===== src/hdl/m4te_ram.sv =====
// ============================================================================
// m4te_ram
// Generic single-write, single-read synchronous RAM with registered read.
// ============================================================================
`default_nettype none

module m4te_ram #(
    parameter int WIDTH = 32,
    parameter int DEPTH = 16
) (
    input  wire logic                     clk,
    input  wire logic                     wr_en,
    input  wire logic [$clog2(DEPTH)-1:0] wr_addr,
    input  wire logic [WIDTH-1:0]         wr_data,
    input  wire logic [$clog2(DEPTH)-1:0] rd_addr,
    output logic      [WIDTH-1:0]         rd_data
);

    logic [WIDTH-1:0] mem [DEPTH];

    always_ff @(posedge clk)
    begin
        if (wr_en)
        begin
            mem[wr_addr] <= wr_data;
        end
        rd_data <= mem[rd_addr];
    end

endmodule

`default_nettype wire


===== config.mk =====
export PLATFORM = sky130hd
export DESIGN_NAME = m4te_ram
export DESIGN_NICKNAME = d
export VERILOG_FILES = /design/src/hdl/m4te_ram.sv
export SDC_FILE = /design/constraint.sdc
export NUM_CORES = 1
export LEC_CHECK = 0
export BUFFER_PORTS_ARGS = -buffer_cell sky130_fd_sc_hd__clkbuf_2
export CORE_MARGIN = 5
export CORE_UTILIZATION = 45
export DETAILED_ROUTE_END_ITERATION = 16
export PLACE_DENSITY = 0.63
export SYNTH_ARGS = -nofsm -noshare
export SYNTH_HDL_FRONTEND = slang
export SYNTH_SLANG_ARGS = --single-unit
export TNS_END_PERCENT = 10

===== constraint.sdc =====
create_clock -name clk -period 5.1 [get_ports clk]
set_input_delay 0.255 -clock clk [delete_from_list [all_inputs] [get_ports clk]]
set_output_delay 0.255 -clock clk [all_outputs]
set_load 0.005 [all_outputs]

==> metrics.cfg, run 1 <==
[status]
outcome = finished, final reports clean

[logic_synthesis]
synth_compound_area_share_pct = 2.420
synth_area_sq_um = 19850
synth_seq_area_share_pct = 80.67
syn_avg_cell_area_sq_um = 23.69
synthDistinctLibCells = 18
synth_top_family_by_area = multiplexers
synth_xor_area_share_pct = 0
ys_ff_latch = 544
muxShareOfSynthArea_pct = 14.52
synth-simple-area-share_pct = 1.273
synthCells = 838
yosysWarningCount = 0
syn_nets = 880
synth_fa_ha_area_share_pct = 0

[cells_and_area]
syn2layout_area_growth_pct = 14.27
drive_above_1_share_pct = 31.98
finalNonFillerCells = 1581
final_common_cell = edfxtp_1
nets = 987
layout_common_cells = 512 x edfxtp_1, 128 x mux4_2, 71 x clkbuf_2

[routing]
totalWireLength_mm = 41.04
vias = 8944
avgViaCountPerCell = 5.657
first_pass_iters = 4
drtIter0Drc = 760
remaining_drc_errors = 0
wl_per_cell_um = 25.96
final_antenna_net_count = 0

[place]
place_inst = 1482
portBuffers = 73
dpl.hpwl_mm = 20.24
finalWeightedCongestion = 0.6867

[clocking]
insertion_delay_ps = 590
holdBufCountCts = 0
post_cts_buffers = 0
cts_resized = 0
htree_num_levels = 2
max-clock-path-buffers = 3
clkTransAtPathRegs_ps = 60
root_buffer = clkbuf_16
clock_sinks = 544
cts_tree = built
cts_buffers = 53

[timing]
hold_viol = 0
rsz0062_at_grt = false
finClkSkew_ps = 11.36
min_period_ps = 1903
hold_slack_ps = 67.00
fin_tns_setup_ps = 0
fin_crit_sh_pct = 37.32
setup_viol = 0
slew_viol_final = 0
max_freq_mhz = 525.4
relSlewSlack_pct = 27.91
worstMarginPinSlew_ps = 1081

[power_and_ir_drop]
leakage_nw = 7.238
p_per_area_nw_per_um2 = 399.6
peakVddDrop_v = 0.0002301

[hold_path]
hold_path.class = in -> reg

[grt]
grt_pass1_wl_mm = 62.02
met3_usage_pct = 3.462
grt_pass1_vias = 9433
gr-max-usage-layer = met2
gr-usage-met1_pct = 25.30
grt_max_degree = 78
grt_util_met2_pct = 28.20
grt_overflow_total = 0
track_usage_pct = 17.56
antenna_found_initial = 3

[worst_setup_path]
arrival_ps = 2370
slowest_stage = clkbuf_8
cp_max_fo = 77
critical_path_class = in -> reg
worstSetupStartpointType = primary input
crit_path_max_incr_delay_ps = 710
path_cells = clkbuf_8, buf_4, mux4_2, a22oi_1, nand2_1
cp_data_required_time_ps = 5570
end_kind = flip-flop

[floorplanning]
start_util_pct = 45.19
coreArea_sq_um = 43930
io_pins = 74
num_rows = 77
die_area_sq_um = 48420
die_height_um = 220.0
dieWidth_um = 220.0

[job]
cap_violations = 0

-- state kept, by name, summed over array words and instances, names as in the netlist --
register / cells
mem: 512
rd_data: 32
-- routing by layer --
layer	vias up	wire (um)
met4	4	727
met1	4803	17430
met2	285	20090
met5	-	27
met3	61	2772
li1	3791	-
-- power by group --
group	switching, mW	internal, mW	total [mW]
sequential	0.0319	5.00	5.03
clock	1.58	2.04	3.62
combinational	0.244	0.176	0.419
total	1.85	7.21	9.07
-- cell type report --
class,count,area [sq um]
multi-input combinational,251,3750
clock buffer,79,1504
sequential,544,16020
clock inverter,19,107.6
fill,3502,21250
antenna,1,2.502
timing repair buffer,95,566.8
tap,592,740.7
-- synthesized netlist by cell type --
master	count	area share, %
dfxtp_1	32	3.2
edfxtp_1	512	77
and2_1	1	0.032
nand2b_1	2	0.063
buf_4	11	0.42
buf_2	4	0.10
nand2_1	33	0.62
a22oi_1	64	2.4
nor2_1	13	0.25
mux4_2	128	15
clkbuf_1	17	0.32
or3b_2	1	0.044
nor3_1	4	0.10
nand3b_1	2	0.076
nor2b_1	2	0.063
buf_1	9	0.17
nand3_1	1	0.025
buf_6	2	0.11
-- metrics by stage --
step | cell area [sq um] | worst slack, ps | utilization [%] | power [mW]
2_1_floorplan | 19850 | 1665 | - | 5.358
3_3_place_gp | 21070 | 2527 | 47.97 | 5.546
3_5_place_dp | 21070 | 2524 | 47.97 | 5.555
4_1_cts | 22680 | 3141 | 51.63 | 9.162
5_1_grt | 22680 | 2930 | 51.63 | 9.375
6_report | 22690 | 3197 | 51.64 | 9.065
-- cells by family after synthesis --
logic type,Yosys count
flip-flops,544
multiplexers,128
AO/OA/AOI/OAI,64
AND/OR/NAND/NOR,59
buffers and inverters,43
-- path summary, 6_finish.rpt --
path               start     endpoint  slack, ps  cells past startpoint
max           rd_addr[0]   rd_data[5]       3200                      5
min reg2reg  mem[14][31]  rd_data[31]        660                      3
max reg2reg   mem[3][27]  rd_data[27]       3770                      3
min          wr_data[29]  mem[11][29]         70                      1
-- critical path, delay by kind of cell --
kind,cells,cell delay (ps)
muxes,1,550
AOI/OAI and AO/OA,1,230
and+or+nand+nor,1,80
buffers and inverters,2,1180
Note: power is estimated with default switching activity, not from simulation.
==> run 2, diff against run 1 <==
ABC_AREA = 1   (was default)
clock period = 1.9 ns   (was 5.1 ns; I/O delays follow)
==> metrics.cfg, run 2 <==
[floorplanning]
io_pins = 74  ; unchanged
start_util_pct = 45.40  ; +0.21 points
die_area_sq_um = 55110  ; +14%
die_height_um = 234.8  ; +6.7%
num_rows = 82  ; +6.5%
dieWidth_um = 234.8  ; +6.7%
coreArea_sq_um = 50070  ; +14%

[routing]
first_pass_iters = 7  ; +3
vias = 14640  ; +64%
totalWireLength_mm = 52.04  ; +27%
drtIter0Drc = 1326  ; +74%
wl_per_cell_um = 17.73  ; -32%
avgViaCountPerCell = 4.986  ; -12%
remaining_drc_errors = 0  ; unchanged
final_antenna_net_count = 0  ; unchanged

[worst_setup_path]
r2r-end = rd_data[26]
r2r_cells = 6  ; +3
worstReg2RegStart = mem[12][26]
critical_path_class = in -> reg
cp_max_fo = 26  ; -66%
crit_path_max_incr_delay_ps = 540  ; -170 ps
cp_top_family = buffers and inverters
path_cells = dlygate4sd3_1, buf_4, inv_4, buf_4, nand3_1, nand3_1, nand3_1, nand2_1
slowest_stage = dlygate4sd3_1
crit_path_frequent_cell = nand3_1
path_buf_inv = 4  ; +2
cp_data_required_time_ps = 2440  ; -3130 ps
rrSetupSlack_ps = 890  ; -2880 ps
arrival_ps = 1980  ; -390 ps
worstSetupStartpointType = primary input
end_kind = flip-flop

[cells_and_area]
top_regs = mem x512, rd_data x32
regMostFlops = mem
nets = 2260  ; +130%
syn2layout_area_growth_pct = 14.31  ; about the same
final_util_pct = 51.90  ; +0.26 points
final_common_cell = nand2_1
layout_common_cells = 677 x nand2_1, 512 x edfxtp_1, 386 x inv_1
antenna_cells = 0  ; -1
drive_above_1_share_pct = 9.015  ; -23 points
largest_reg_flops = 512  ; unchanged
n_fill_cell = 4390  ; +25%
finalNonFillerCells = 2935  ; +86%

[logic_synthesis]
async_flop_share_pct = 0  ; unchanged
netlist.area_leader.share_pct = 67.64  ; -9.8 points
synth-simple-area-share_pct = 20.00  ; +19 points
synth_most_common_cell = nand2_1
ys_top_cells_by_area = edfxtp_1 68%, nand2_1 11%, nand3_1 8.5%
synth_ff_type = edfxtp_1
synth_xor_area_share_pct = 0  ; unchanged
synth_compound_area_share_pct = 0  ; -2.4 points
synth_area_sq_um = 22730  ; +14%
muxShareOfSynthArea_pct = 0  ; -15 points
synthCells = 2120  ; +150%
synth_top_family_by_area = simple AND/OR/NAND/NOR gates
synth_edf_count = 512  ; unchanged
synth_largest_area_cell = edfxtp_1
ys_ff_latch = 544  ; unchanged
synth_seq_area_share_pct = 70.46  ; -10 points
yosysWarningCount = 0  ; unchanged
syn_nets = 2162  ; +150%
synthDistinctLibCells = 15  ; -3
netlist_top_cells_count = 677 x nand2_1, 512 x edfxtp_1, 388 x inv_1, 385 x nand3_1, 41 x buf_2
synth_fa_ha_area_share_pct = 0  ; unchanged
syn_avg_cell_area_sq_um = 10.72  ; -55%

[power_and_ir_drop]
peakVddDrop_v = 0.0007199  ; +210%
p_per_area_nw_per_um2 = 972.9  ; +140%
leakage_nw = 11.03  ; +52%

[clocking]
holdBufCountCts = 33  ; +33
insertion_delay_ps = 600  ; about the same
cts_buffers = 54  ; +1.9%
post_cts_buffers = 0  ; unchanged
htree_num_levels = 2  ; unchanged
clock_sinks = 544  ; unchanged
cts_resized = 0  ; unchanged
root_buffer = clkbuf_16
cts_tree = built
max-clock-path-buffers = 3  ; unchanged
clkTransAtPathRegs_ps = 60  ; about the same

[place]
place_inst = 2801  ; +89%
dpl.hpwl_mm = 27.64  ; +37%
portBuffers = 73  ; unchanged
finalWeightedCongestion = 0.7452  ; +8.5%

[timing]
hold_viol = 0  ; unchanged
min_period_ps = 1433
relSlewSlack_pct = 60.11  ; +32 points
max_freq_mhz = 697.8
slew_viol_final = 0  ; unchanged
fin_crit_sh_pct = 75.43
finClkSkew_ps = 9.676  ; -1.687 ps
rsz0062_at_grt = false
worstMarginPinSlew_ps = 598.4  ; -483.0 ps
setup_viol = 0  ; unchanged

[grt]
grt_pass1_vias = 14400  ; +53%
grt_pass1_wl_mm = 81.86  ; +32%
track_usage_pct = 18.65  ; +1.1 points
grt_overflow_total = 0  ; unchanged
grt_max_degree = 94  ; +21%
antenna_found_initial = 0  ; -3

[hold_path]
hold_path.class = in -> reg
whs_endpoint = rd_data[8]
hp-start = rd_addr[2]
hold_depth = 5  ; +4

[status]
outcome = finished, final reports clean

[job]
cap_violations = 0  ; unchanged

==> run 2: cell count changes after synthesis, sizes merged <==
cell | previous run | this run
nand3 | 1 | 385
buf | 26 | 91
mux4 | 128 | 0
nor2b | 2 | 0
nand2b | 2 | 0
a22oi | 64 | 0
clkbuf | 17 | 14
and2 | 1 | 0
nand2 | 33 | 677
nor3 | 4 | 0
or3b | 1 | 0
nor2 | 13 | 17
inv | 0 | 390
==> run 2: cells by family after synthesis <==
kind of cell / after synthesis
flops: 544
simple gates: 1081
buf+inv: 495
==> run 2: tightest hold or removal path: cells and delay by family <==
family        cells  cell delay [ps]
buf+inv           2              260
simple gates      3              250
==> run 2: area by class of cell <==
class / count / area (sq um) / area share, %
inverter: 390 / 1471 / 5.663
timing repair buffer: 147 / 1303 / 5.013
multi-input combinational: 1081 / 4667 / 17.96
clock inverter: 29 / 203.9 / 0.7849
sequential: 544 / 16020 / 61.64
tap: 672 / 840.8 / 3.236
clock buffer: 72 / 1483 / 5.706
==> run 2: worst max-delay path by stage <==
| stage | start | endpoint | depth (start not counted) |
|---|---|---|---|
| finish | rd_addr[1] | rd_data[30] | 8 |
| global placement | wr_addr[3] | mem[7][15] | 4 |
| CTS | rd_addr[1] | rd_data[30] | 8 |
| floorplan | wr_addr[2] | mem[10][0] | 2 |
| detailed placement | wr_addr[3] | mem[5][6] | 4 |
| global route | rd_addr[1] | rd_data[29] | 8 |
==> run 2: where the power goes <==
group / leakage [nW] / switching [mW] / internal [mW]
clock network: 0.827 / 4.32 / 5.86
registers: 4.90 / 0.0922 / 13.4
logic: 5.31 / 1.09 / 0.505
total: 11.0 / 5.51 / 19.8
==> run 2: stage by stage <==
| step | setup WS (ps) | cell area (sq um) | hold WS (ps) | power (mW) | TNS, ps |
|---|---|---|---|---|---|
| finish | 466.9 | 25980 | 51.18 | 25.28 | 0 |
| global route | 375.6 | 25980 | 48.15 | 26.22 | 0 |
| CTS | 502.1 | 25980 | 13.56 | 25.52 | 0 |
| detailed placement | 361.7 | 23970 | 470.4 | 15.31 | 0 |
| global placement | 379.4 | 23970 | 471.0 | 15.28 | 0 |
| floorplan | -187.7 | 22730 | 193.9 | 14.66 | -84640 |
==> run 2: routing by layer <==
metal | vias to the layer above | wire length, um | part of all wire, % | GRT usage [%]
li1 | 7032 | - | - | -
met1 | 7065 | 23320 | 45 | 26.32
met2 | 451 | 24410 | 47 | 30.47
met3 | 87 | 3167 | 6.1 | 2.615
met4 | 0 | 1146 | 2.2 | 5.557
met5 | - | 0 | 0 | 0
